$ cat config.mk
export PLATFORM = sky130hd
export DESIGN_NAME = self_timed_serial_receiver_top
export DESIGN_NICKNAME = d
export VERILOG_FILES = /design/src/rtl/core/stsr_pkg.sv /design/src/rtl/core/stsr_fsm.sv /design/src/rtl/core/self_timed_serial_receiver_top.sv
export SDC_FILE = /design/constraint.sdc
export NUM_CORES = 1
export LEC_CHECK = 0
export BUFFER_PORTS_ARGS = -buffer_cell sky130_fd_sc_hd__clkbuf_2
export CAP_MARGIN = 20
export CORE_MARGIN = 5
export CORE_UTILIZATION = 55
export DETAILED_ROUTE_END_ITERATION = 8
export GPL_TIMING_DRIVEN = 0
export PLACE_DENSITY_LB_ADDON = 0.3
export SLEW_MARGIN = 0
export SYNTH_ARGS = -nofsm -noshare
export SYNTH_HDL_FRONTEND = slang
export SYNTH_SLANG_ARGS = --single-unit
export TNS_END_PERCENT = 100
$ cat constraint.sdc
create_clock -name aclk -period 3.9 [get_ports aclk]
set_input_delay 0 -clock aclk [delete_from_list [all_inputs] [get_ports aclk]]
set_output_delay 0 -clock aclk [all_outputs]
set_load 0.01 [all_outputs]
$ cat src/rtl/core/stsr_pkg.sv
`default_nettype none

package stsr_pkg;

    localparam int unsigned COUNT_WIDTH_DEF = 16;
    localparam int unsigned BYTE_W          = 8;
    localparam int unsigned BIT_NUM_W       = 3;

    localparam logic [BYTE_W-1:0]    FRAME_BYTES_RST = 8'd1;
    localparam logic [BIT_NUM_W-1:0] LAST_BIT        = 3'd7;

    // Input operation codes.
    localparam logic OP_TICK  = 1'b0;
    localparam logic OP_START = 1'b1;

    typedef enum logic [2:0] {
        PH_IDLE  = 3'd0,
        PH_READY = 3'd1,
        PH_SYNC  = 3'd2,
        PH_WAIT  = 3'd3,
        PH_RECV  = 3'd4,
        PH_STOP  = 3'd5
    } phase_t;

    typedef struct packed {
        logic              byte_valid;
        logic [BYTE_W-1:0] byte_value;
        logic [BYTE_W-1:0] byte_index;
        logic              frame_done;
        logic              busy_res;
    } rx_result_t;

endpackage

`default_nettype wire

$ cat src/rtl/core/stsr_fsm.sv
`default_nettype none

module stsr_fsm
    import stsr_pkg::*;
#(
    parameter int unsigned COUNT_WIDTH = COUNT_WIDTH_DEF
) (
    input  wire logic              aclk,
    input  wire logic              aresetn,
    input  wire logic              step,
    input  wire logic              operation,
    input  wire logic              line_level,
    input  wire logic [BYTE_W-1:0] frame_bytes,
    output rx_result_t             result
);

    localparam logic [COUNT_WIDTH-1:0] COUNT_MAX = '1;
    localparam logic [COUNT_WIDTH-1:0] COUNT_ONE = COUNT_WIDTH'(1);

    phase_t                 phase_reg, phase_next;
    logic                   prev_line_reg;
    logic [COUNT_WIDTH-1:0] tick_count_reg, tick_count_next;
    logic [COUNT_WIDTH-1:0] bit_period_reg, bit_period_next;
    logic [BYTE_W-1:0]      shift_byte_reg, shift_byte_next;
    logic [BIT_NUM_W-1:0]   bit_number_reg, bit_number_next;
    logic [BYTE_W-1:0]      bytes_rcvd_reg, bytes_rcvd_next;

    logic                   falling;
    logic                   rising;
    logic [COUNT_WIDTH-1:0] timer_target;
    logic                   timer_hit;
    logic                   last_bit;
    logic                   frame_complete;
    logic [BYTE_W-1:0]      shift_in;

    assign falling        = prev_line_reg & ~line_level;
    assign rising         = ~prev_line_reg & line_level;
    // The post-sync wait lasts half a period; bit and stop waits a full one.
    assign timer_target   = (phase_reg == PH_WAIT) ? (bit_period_reg >> 1) : bit_period_reg;
    assign timer_hit      = (tick_count_reg >= timer_target);
    assign last_bit       = (bit_number_reg == LAST_BIT);
    assign frame_complete = (bytes_rcvd_reg >= frame_bytes);
    assign shift_in       = shift_byte_reg | {{(BYTE_W-1){1'b0}}, ~line_level};

    always_comb begin
        phase_next = phase_reg;
        if (operation == OP_START) begin
            phase_next = PH_READY;
        end else begin
            case (phase_reg)
                PH_IDLE:  phase_next = PH_IDLE;
                PH_READY: if (falling) phase_next = PH_SYNC;
                PH_SYNC:  if (rising) phase_next = PH_WAIT;
                PH_WAIT:  if (timer_hit) phase_next = PH_RECV;
                PH_RECV:  if (timer_hit && last_bit) phase_next = PH_STOP;
                PH_STOP: begin
                    if (timer_hit) begin
                        phase_next = frame_complete ? PH_IDLE : PH_READY;
                    end
                end
                default:  phase_next = PH_IDLE;
            endcase
        end
    end

    always_comb begin
        tick_count_next   = tick_count_reg;
        bit_period_next   = bit_period_reg;
        shift_byte_next   = shift_byte_reg;
        bit_number_next   = bit_number_reg;
        bytes_rcvd_next   = bytes_rcvd_reg;
        result            = '0;
        if (operation == OP_START) begin
            tick_count_next = '0;
            shift_byte_next = '0;
            bit_number_next = '0;
            bytes_rcvd_next = '0;
        end else begin
            case (phase_reg)
                PH_READY: begin
                    if (falling) tick_count_next = '0;
                end
                PH_SYNC: begin
                    if (rising) begin
                        bit_period_next = tick_count_reg;
                        tick_count_next = '0;
                    end else if (tick_count_reg != COUNT_MAX) begin
                        tick_count_next = tick_count_reg + COUNT_ONE;
                    end
                end
                PH_WAIT: begin
                    tick_count_next = timer_hit ? '0 : tick_count_reg + COUNT_ONE;
                end
                PH_RECV: begin
                    tick_count_next = timer_hit ? '0 : tick_count_reg + COUNT_ONE;
                    if (timer_hit) begin
                        if (last_bit) begin
                            result.byte_valid = 1'b1;
                            result.byte_value = shift_in;
                            result.byte_index = frame_bytes - FRAME_BYTES_RST - bytes_rcvd_reg;
                            bytes_rcvd_next   = bytes_rcvd_reg + BYTE_W'(1);
                            shift_byte_next   = '0;
                            bit_number_next   = '0;
                        end else begin
                            shift_byte_next = {shift_in[BYTE_W-2:0], 1'b0};
                            bit_number_next = bit_number_reg + BIT_NUM_W'(1);
                        end
                    end
                end
                PH_STOP: begin
                    tick_count_next = timer_hit ? '0 : tick_count_reg + COUNT_ONE;
                    if (timer_hit && frame_complete) begin
                        result.frame_done = 1'b1;
                        tick_count_next   = '0;
                        shift_byte_next   = '0;
                        bit_number_next   = '0;
                        bytes_rcvd_next   = '0;
                    end
                end
                default: begin
                end
            endcase
        end
        result.busy_res = (phase_next != PH_IDLE);
    end

    always_ff @(posedge aclk) begin
        if (!aresetn) begin
            phase_reg      <= PH_IDLE;
            prev_line_reg  <= 1'b1;
            tick_count_reg <= '0;
            bit_period_reg <= '0;
            shift_byte_reg <= '0;
            bit_number_reg <= '0;
            bytes_rcvd_reg <= '0;
        end else if (step) begin
            phase_reg      <= phase_next;
            tick_count_reg <= tick_count_next;
            bit_period_reg <= bit_period_next;
            shift_byte_reg <= shift_byte_next;
            bit_number_reg <= bit_number_next;
            bytes_rcvd_reg <= bytes_rcvd_next;
            // A start transaction carries no line sample.
            if (operation == OP_TICK) begin
                prev_line_reg <= line_level;
            end
        end
    end

endmodule

`default_nettype wire

$ cat src/rtl/core/self_timed_serial_receiver_top.sv
// A result is registered and appears on the m_ channel in the cycle after its input transaction.
// Throughput: one input transaction per cycle; the receive state advances on each one.
// A result waiting on m_ready stalls input; taking it frees it that cycle, no bubbles.
// Reset (aresetn low, synchronous): receiver idle, line assumed high, counters cleared,
// frame_bytes set to 1, no result pending.
`default_nettype none

module self_timed_serial_receiver_top
    import stsr_pkg::*;
#(
    parameter int unsigned COUNT_WIDTH = COUNT_WIDTH_DEF
) (
    input  wire logic              aclk,
    input  wire logic              aresetn,
    input  wire logic              cfg_valid,
    output wire logic              cfg_ready,
    input  wire logic [BYTE_W-1:0] cfg_data,
    input  wire logic              s_valid,
    output wire logic              s_ready,
    input  wire logic              s_operation,
    input  wire logic              s_line_level,
    output wire logic              m_valid,
    input  wire logic              m_ready,
    output wire logic              m_byte_valid,
    output wire logic [BYTE_W-1:0] m_byte_value,
    output wire logic [BYTE_W-1:0] m_byte_index,
    output wire logic              m_frame_done,
    output wire logic              m_busy_res
);

    logic [BYTE_W-1:0] frame_bytes_reg;
    logic              m_valid_reg;
    rx_result_t        result;
    rx_result_t        result_reg;
    logic              step;

    assign cfg_ready = 1'b1;
    assign s_ready   = ~m_valid_reg | m_ready;
    assign step      = s_valid & s_ready;

    stsr_fsm #(
        .COUNT_WIDTH (COUNT_WIDTH)
    ) u_fsm (
        .aclk        (aclk),
        .aresetn     (aresetn),
        .step        (step),
        .operation   (s_operation),
        .line_level  (s_line_level),
        .frame_bytes (frame_bytes_reg),
        .result      (result)
    );

    always_ff @(posedge aclk) begin
        if (!aresetn) begin
            frame_bytes_reg <= FRAME_BYTES_RST;
        end else if (cfg_valid) begin
            frame_bytes_reg <= cfg_data;
        end
    end

    always_ff @(posedge aclk) begin
        if (!aresetn) begin
            m_valid_reg <= 1'b0;
        end else if (step) begin
            m_valid_reg <= 1'b1;
        end else if (m_ready) begin
            m_valid_reg <= 1'b0;
        end
    end

    always_ff @(posedge aclk) begin
        if (step) begin
            result_reg <= result;
        end
    end

    assign m_valid      = m_valid_reg;
    assign m_byte_valid = result_reg.byte_valid;
    assign m_byte_value = result_reg.byte_value;
    assign m_byte_index = result_reg.byte_index;
    assign m_frame_done = result_reg.frame_done;
    assign m_busy_res   = result_reg.busy_res;

endmodule

`default_nettype wire
* Word level (Yosys, flattened, before mapping)
Cells that the tools add are included.
** Operators by class
- Reduce and logical (&&, ||, !) cells :: 15
- $add $sub $neg :: 5
- Order comparisons :: 2
- Equality and inequality tests :: 12
- Mux-type cells :: 34
- Bitwise logic cells :: 13
** Operators by type and width (number)
- $mux W16 :: 7
- $pmux W16 S4 :: 1
- $mux W8 :: 7
- $pmux W8 S2 :: 2
- $mux W3 :: 10
- $mux W17 :: 1
- $add A16 B1 Y16 const B :: 1
- $ge A16 B16 Y1 :: 1
- $ne A16 B16 Y1 const B :: 1
- $pmux W3 S5 :: 1
- $ne A3 B2 Y1 const B :: 4
- $reduce_and A4 Y1 :: 3
- $eq A3 B3 Y1 const B :: 3
- $add A8 B1 Y8 const B :: 1
- $ge A8 B8 Y1 :: 1
- $not A1 Y1 :: 8
- $or A8 B1 Y8 :: 1
- $sub A8 B1 Y8 const B :: 1
- $sub A8 B8 Y8 :: 1
- $eq A3 B2 Y1 const B :: 2
- $pmux W3 S2 :: 1
- $reduce_bool A3 Y1 :: 2
- $reduce_and A5 Y1 :: 1
- $reduce_bool A5 Y1 :: 1
- 12 further kinds :: 19
** Storage, ports and cells
- Output and inout port bits :: 22
- Logic and storage cells :: 95
- Bits of input ports :: 15
- Bits in registers :: 83

* Longest topological paths before layout
Gate-level depths: netlist of run 1.
- Depth after elaboration :: 8
- Mapped depth :: 14
- Gate-level depth less buffers :: 11

* Hierarchy
A second synthesis of run 1 with hierarchy kept.
** Second synthesis, totals
- Cells, all modules :: 519
- Area, all modules :: 4526.8 µm²
** Modules (own cells, without submodules)
- stsr_fsm :: area each 3602.2 µm², times used 1, cells each 468, sequential area each 1081.0 µm²
- self_timed_serial_receiver_top :: area each 924.6 µm², times used 1, cells each 51, sequential area each 750.7 µm²

* Worst setup path before layout of run 1
No wires, ideal clock.
- Path kind :: register to register
- Start :: register u_fsm.phase_reg[2]
- End :: register result_reg (netlist bit m_busy_res), data pin
- Path slack :: 0.465 ns
- Buffers on the path :: 3
- Period minus slack after synthesis :: 3.435 ns
- Cell stages (with the launch flop) :: 15
- Arrival :: 3.273 ns
- Setup time :: 0.162 ns
- Cell sequence :: dfxtp_1 > clkbuf_1 > nor2b_1 > nand2_1 > clkbuf_1 > mux2i_1 > ha_1 > nand4_2 > nor3_2 > or4b_4 > nand3_4 > and4_4 > buf_2 > nor2_1 > o2111ai_1
** RTL lines
- from (decl) :: RTL line stsr_fsm.sv:20 : phase_t phase_reg, phase_next;
- from (signal assigned) :: RTL line stsr_fsm.sv:137 : phase_reg <= phase_next;
- to (signal assigned) :: RTL line self_timed_serial_receiver_top.sv:73 : result_reg <= result;
- to (decl) :: RTL line self_timed_serial_receiver_top.sv:34 : rx_result_t result_reg;

==> summary.txt, run 1 <==
Clock tree
  – TritonCTS buffer count: 9
  – Clock tree from TritonCTS: yes
  – Clock latency on the worst-skew pair: ~0.36 ns
  – Clock Sink Count: approximately 80
  – Clock Tree Buf Depth: 2
  – Number of setup buffers added after CTS: 0
  – Root buffer cell: clkbuf_8
  – H-tree level count: 3
  – Reg clk slew, reported paths: 0.08 ns

Critical path
  – Critical Path RT: 4.07 ns
  – Worst reg2reg endpoint: m_busy_res
  – Worst R2R Start: u_fsm.phase_reg[1]
  – Worst path top cell family by delay: simple AND/OR/NAND/NOR gates
  – CP dominant cell by count: buf_2
  – Crit path cell chain: buf_2 -> nor2b_2 -> nand2_4 -> buf_4 -> mux2i_1 -> ha_1 -> nand4_2 -> nor3_2 -> or4b_4 -> nand3_4 -> and4_4 -> buf_2 -> nor2_1 -> o2111ai_1
  – WP buf/inv: 3
  – Crit. End Element: flip-flop
  – Max FO, Critical Path: 10
  – Worst setup SP type: flip-flop
  – Slowest stage cell, crit path: or4b_4
  – Critical Path AT: about 3.8 ns
  – Cell depth of the worst flop-to-flop path: 14
  – R2r setup slk: roughly 0.24 ns
  – Setup CP Type: reg2reg
  – Worst path max stage delay: around 0.53 ns

Yosys
  – Syn Area/Cell: between 9 and 10 µm²
  – Syn. warnings: 0
  – FF+latch count, synth: 82
  – EDFF count, synth: 19
  – Synthesized area: approximately 4600 µm²
  – Sequential fraction of the synthesis area: approximately 40%
  – Primary FF master, synth: dfxtp_1
  – Synth cell types: 59
  – Cells after Synth: between 500 and 600
  – Syn_nets: between 500 and 600
  – Fraction of registers with async set/reset: 0%

STA
  – Minimum clock period: 3.660 ns
  – Fmax: between 0.2 and 0.3 GHz
  – RSZ-0062 raised after global routing: false
  – Clock Skews: around 0.015 ns
  – Final period utilization: roughly 94%
  – Rel. slew slack: a little over two fifths
  – WHS: 0.06536 ns
  – Slew Limit Fails: 0
  – Hold Violations, Final: 0
  – Final setup viols: 0
  – Worst Tran Pin Value: between 0.8 and 0.9 ns

Place
  – Placed Cells: roughly 650
  – IO buf count: 33
  – Placed Area: a little under 5000 µm²
  – Final HPWL DP: around 7400 µm
  – GP Congestion: 0.8637

Floorplan
  – Die H: about 100 µm
  – Num rows: 33
  – Core ar.: around 8200 µm²
  – Initial Utilization: roughly 56%
  – DIE WIDTH: 101.6 µm
  – Ports: 37
  – Die Footprint: between 10000 and 15000 µm²

Global routing
  – Total gr overflow: 0
  – All-Layer GR Usage: around a fifth
  – Initial antenna violation count: 0
  – Global-route wire length before repair: roughly 17000 µm
  – Vias in the first global route: around 3700
  – Largest net degree at the start of global routing: 22

Route
  – WL/cell: roughly 15 µm
  – DR vias: 3736
  – Starting DRT DRC Count: 190
  – # DRC: 0
  – DR pass1 iterations: 5
  – Via density: ~5.5
  – Routed Antenna Nets: 0
  – Total wire length: roughly 10000 µm

Hold path
  – Min-Delay Path Depth: 3
  – Min-delay src: s_operation
  – Worst min-delay path endpoint: u_fsm.prev_line_reg
  – Worst hold path type: in2reg

Power and ir drop
  – Max rail drop VDD: approximately 0.0002 V
  – Power per cell area: 337.8 nW/µm²
  – Pwr Total: 1.778 mW
  – Pleak: around 2.2 nW

Status
  – Status: complete, no violations

Final layout
  – Fillers: 668
  – Layout cell share with drive strength beyond 1: around an eighth
  – Non-filler cells, final: 675
  – Nets: around 600
  – N_diodes: 0
  – Fin area: about 5300 µm²
  – Layout area overhead: 14.16%

Run
  – MaxCap Viol Count: 0
cell families after synthesis:
logic type	after synthesis	synth area share, %
compound gates	81	12.32
xor+xnor	18	3.418
fa+ha+maj	36	9.929
buf+inv	45	4.232
flops	82	39.72
mux	35	7.624
other cells	1	0.08131
simple gates	213	22.68
routing by layer:
layer | wire [µm] | share of wire, % | vias to the layer above | GRT usage (%)
met5 | 0 | 0 | - | 0
met4 | 225 | 2.2 | 0 | 9.611
met3 | 393 | 3.9 | 20 | 3.099
met2 | 5047 | 50 | 74 | 36.02
met1 | 4367 | 44 | 1743 | 24.28
li1 | - | - | 1899 | -
where the power goes:
part	internal (mW)	total, mW	switching (mW)	leakage (nW)
combinational	0.0680	0.160	0.0925	1.35
sequential	0.884	0.893	0.00892	0.702
clock	0.422	0.725	0.303	0.116
total	1.37	1.78	0.404	2.17
tightest hold or removal path, stage by stage:
cell and delay [ns]:
buf_2 0.18, o21ai_0 0.12, nand3_1 0.08
what timing repair did:
| action | 4_1_cts | 5_1_grt |
|---|---|---|
| hold endpoints to repair | 12 | 0 |
| hold buffers | 11 | 0 |
| gates resized for setup | 3 | 5 |
| endpoints found under the setup margin | 54 | 44 |
cell type report:
type / instances / area (µm²) / area share, %
Timing Repair Buffer: 44 / 275.3 / 5.228
Buffer: 22 / 113.9 / 2.163
Clock inverter: 5 / 103.9 / 1.972
Tap cell: 105 / 131.4 / 2.495
Multi-Input combinational cell: 384 / 2595 / 49.29
Inverter: 23 / 86.33 / 1.640
Sequential cell: 82 / 1832 / 34.79
Clock buffer: 10 / 127.6 / 2.424
cells in the mapped netlist, types with 2 or more instances:
cell	number	share of area, %
buf_6	2	0.49
dfxtp_1	63	27
inv_1	23	1.9
nor2_1	41	3.3
xor2_1	4	0.76
o31ai_1	4	0.65
mux2i_1	34	7.4
nand4_1	4	0.54
a21o_1	4	0.65
o211ai_1	2	0.33
clkbuf_1	13	1.1
nand2b_1	4	0.54
a211oi_1	3	0.49
a32o_1	2	0.43
and3_1	14	1.9
a311oi_1	2	0.38
a21oi_1	13	1.4
ha_1	35	9.5
o21a_1	2	0.33
or3_1	2	0.27
a21boi_0	12	2.0
nor3_1	16	1.7
buf_2	6	0.65
o21ai_0	19	2.1
and2_1	4	0.54
xnor2_1	14	2.7
nand3_1	14	1.5
nand2_1	83	6.8
a31oi_1	2	0.27
nand3_4	2	0.76
edfxtp_1	19	12
a21boi_1	5	0.81
and4_1	2	0.38
o2111ai_1	2	0.38
nor4_1	3	0.41
nor2b_1	14	1.9
cells in the final DEF (no fill, tap or decap), types with 3 or more instances in the layout:
cell type and count:
nand2_1 82, dfxtp_1 63, nor2_1 41, ha_1 35, clkbuf_2 34, mux2i_1 34
inv_1 23, o21ai_0 19, edfxtp_1 19, nor3_1 16, and3_1 14, nand3_1 14
xnor2_1 14, a21oi_1 13, nor2b_1 13, clkbuf_1 12, a21boi_0 12, dlygate4sd3_1 11
clkbuf_8 9, buf_2 6, a21boi_1 5, nand2b_1 4, nand4_1 4, and2_1 4
a21o_1 4, xor2_1 4, o31ai_1 4, a211oi_1 3, nor4_1 3, bufinv_16 3
worst max path at each step:
stage	startpoint	endpoint	slack [ns]	cells past startpoint
final	u_fsm.phase_reg[1]	m_busy_res	0.24	14
after global routing	u_fsm.phase_reg[1]	m_busy_res	0.03	14
after CTS	u_fsm.phase_reg[1]	m_busy_res	0.02	14
after detailed placement	u_fsm.phase_reg[2]	m_busy_res	-0.38	14
after global placement	u_fsm.phase_reg[2]	m_busy_res	-0.31	14
after floorplan	u_fsm.phase_reg[2]	m_busy_res	0.46	14
stage by stage:
step	util (%)	setup WS, ns	TNS, ns
floorplan	-	0.4648	0
global placement	60.04	-0.3102	-10.17
detailed placement	60.04	-0.3837	-13.33
CTS	64.29	0.02035	0
global route	64.40	0.03448	0
finish	64.40	0.2402	0
Power figures use the tool's default switching activity.
==> run 2, diff against run 1 <==
==> constraint.sdc (replaced) <==
create_clock -name aclk -period 4.35 [get_ports aclk]
set_input_delay 0 -clock aclk [delete_from_list [all_inputs] [get_ports aclk]]
set_output_delay 0 -clock aclk [all_outputs]
set_load 0.01 [all_outputs]
==> summary.txt, run 2 (synthesis results as in run 1) <==
STA
  – Slew Limit Fails: 0 (unchanged)
  – WHS: 0.06547 ns (+0.0001074 ns)
  – Worst Tran Pin Value: 0.8471 ns (-0.01130 ns)
  – Fmax: 0.2450 GHz (-10%)
  – Minimum clock period: 4.081 ns (+0.4216 ns)
  – Rel. slew slack: 43.47% (+0.75 points)
  – Final period utilization: 93.82% (about the same)
  – TNS Setup: 0 ns (unchanged)
  – Hold Violations, Final: 0 (unchanged)
  – Min setup slack post-route: 0.2686 ns (+0.02843 ns)
  – Clock Skews: 0.01364 ns (-0.001068 ns)
  – Final setup viols: 0 (unchanged)
  – RSZ-0062 raised after global routing: false

Place
  – GP Congestion: 0.8637 (unchanged)
  – IO buf count: 33 (unchanged)
  – Placed Cells: 649 (unchanged)
  – Final HPWL DP: 7365 µm (unchanged)
  – Setup WS pre-CTS: 0.06629 ns (+0.4500 ns)

Final layout
  – Fillers: 666 (-0.30%)
  – Commonest non-fill, non-tap cells in the layout: 83 x nand2_1, 63 x dfxtp_1, 41 x nor2_1, 35 x ha_1
  – Layout cell share with drive strength beyond 1: 12.11% (-0.53 points)
  – Most common cell after layout, fill and taps aside: nand2_1
  – Non-filler cells, final: 675 (unchanged)
  – N_diodes: 0 (unchanged)
  – Nets: 617 (unchanged)
  – Layout area overhead: 13.86%

Clock tree
  – Clock tree from TritonCTS: yes
  – Reg clk slew, reported paths: 0.08 ns (about the same)
  – Clock Tree Buf Depth: 2 (unchanged)
  – Clock latency on the worst-skew pair: 0.36 ns (about the same)
  – H-tree level count: 3 (unchanged)
  – TritonCTS buffer count: 9 (unchanged)
  – Clock Sink Count: 82 (unchanged)
  – Number of setup buffers added after CTS: 0 (unchanged)
  – Root buffer cell: clkbuf_8

Critical path
  – Setup crit end: m_busy_res
  – Crit path cell chain: clkbuf_1 -> nand2_1 -> clkbuf_2 -> mux2i_1 -> ha_1 -> nand4_2 -> nor3_2 -> or4b_4 -> nand3_4 -> and4_4 -> buf_2 -> nor2_1 -> o2111ai_1
  – Crit path from: u_fsm.phase_reg[0]
  – Critical Path RT: 4.51 ns (+0.44 ns)
  – Critical Path AT: 4.24 ns (+0.41 ns)
  – Levels on crit path: 13 (-1)
  – Worst setup SP type: flip-flop
  – Worst R2R Start: u_fsm.phase_reg[0]
  – Worst path top cell family by delay: simple AND/OR/NAND/NOR gates
  – Slowest stage cell, crit path: or4b_4
  – Worst reg2reg endpoint: m_busy_res
  – Setup CP Type: reg2reg
  – Crit. End Element: flip-flop
  – WP buf/inv: 3 (unchanged)
  – Cell depth of the worst flop-to-flop path: 13 (-1)
  – Max FO, Critical Path: 10 (unchanged)
  – R2r setup slk: 0.27 ns (+0.03 ns)
  – Worst path max stage delay: 0.53 ns (about the same)

Floorplan
  – Initial Utilization: 56.41% (unchanged)
  – Die H: 101.6 µm (unchanged)
  – Die Footprint: 10320 µm² (unchanged)
  – DIE WIDTH: 101.6 µm (unchanged)
  – Core ar.: 8175 µm² (unchanged)
  – Ports: 37 (unchanged)
  – Num rows: 33 (unchanged)

Power and ir drop
  – Pleak: 2.150 nW (-0.86%)
  – Power per cell area: 303.3 nW/µm² (-10%)
  – Pwr Total: 1.593 mW (-10%)
  – Max rail drop VDD: 0.0001750 V (-10%)

Global routing
  – Vias in the first global route: 3733 (+0.027%)
  – Initial antenna violation count: 0 (unchanged)
  – Largest net degree at the start of global routing: 22 (unchanged)
  – Total gr overflow: 0 (unchanged)
  – All-Layer GR Usage: 20.41% (about the same)
  – Global-route wire length before repair: 16850 µm (about the same)

Route
  – Total wire length: 10020 µm (-0.16%)
  – WL/cell: 14.84 µm (-0.16%)
  – Routed Antenna Nets: 0 (unchanged)
  – Via density: 5.542 (+0.13%)
  – Starting DRT DRC Count: 192 (+1.1%)
  – DR pass1 iterations: 4 (-1)
  – # DRC: 0 (unchanged)
  – DR vias: 3741 (+0.13%)

Status
  – Status: complete, no violations

Run
  – MaxCap Viol Count: 0 (unchanged)

Hold path
  – Worst hold path type: in2reg
run 2: changes by cell type in the layout (fill, tap and decap cells not counted), sizes merged:
| cell | before | now |
|---|---|---|
| buf | 10 | 9 |
| clkbuf | 55 | 56 |
run 2: where the power goes:
part,switching [mW],internal [mW]
Sequential,0.00799,0.793
Clock,0.270,0.379
Combinational,0.0828,0.0607
Total,0.361,1.23
run 2: worst min-delay path by stage:
stage / from / to / slack [ns] / cells after the start
final: s_operation / u_fsm.prev_line_reg / 0.07 / 3
after global routing: s_operation / u_fsm.prev_line_reg / 0.11 / 3
after CTS: s_operation / u_fsm.prev_line_reg / 0.04 / 3
after detailed placement: cfg_data[0] / frame_bytes_reg[0] / 0.24 / 3
after global placement: cfg_data[0] / frame_bytes_reg[0] / 0.23 / 3
after floorplan: s_line_level / u_fsm.prev_line_reg / 0.12 / 2
run 2: metrics by stage:
stage,utilization [%],cell area [µm²]
detailed placement,60.04,4908
CTS,64.22,5250
finish,64.23,5251
floorplan,-,4612
global route,64.23,5251
global placement,60.04,4908
run 2: area by class of cell:
| type | instances | area [µm²] | share of cell area [%] |
|---|---|---|---|
| Buffer | 22 | 110.1 | 2.097 |
| Clock buffer | 10 | 127.6 | 2.430 |
| Clock inverter | 5 | 103.9 | 1.978 |
| Inverter | 23 | 86.33 | 1.644 |
| Multi-Input combinational cell | 384 | 2585 | 49.23 |
| Sequential cell | 82 | 1832 | 34.88 |
| Tap cell | 105 | 131.4 | 2.502 |
| Timing Repair Buffer | 44 | 275.3 | 5.242 |
run 2: timing repair:
item | 4_1_cts | 5_1_grt
gates resized for setup | 0 | 2
setup endpoints to repair | 0 | 51
hold buffers | 11 | 0
hold endpoints to repair | 12 | 0
run 2: routing by layer:
layer / share of wire, % / GRT usage (%) / up-vias
met5: 0 / 0 / -
met4: 2.2 / 9.611 / 0
met3: 4.1 / 3.030 / 19
met2: 51 / 36.02 / 75
met1: 43 / 24.28 / 1745
li1: - / - / 1902
run 2: tightest hold or removal path, cell delays in order:
cell and delay (ns):
buf_2 0.18, o21ai_0 0.11, nand3_1 0.08
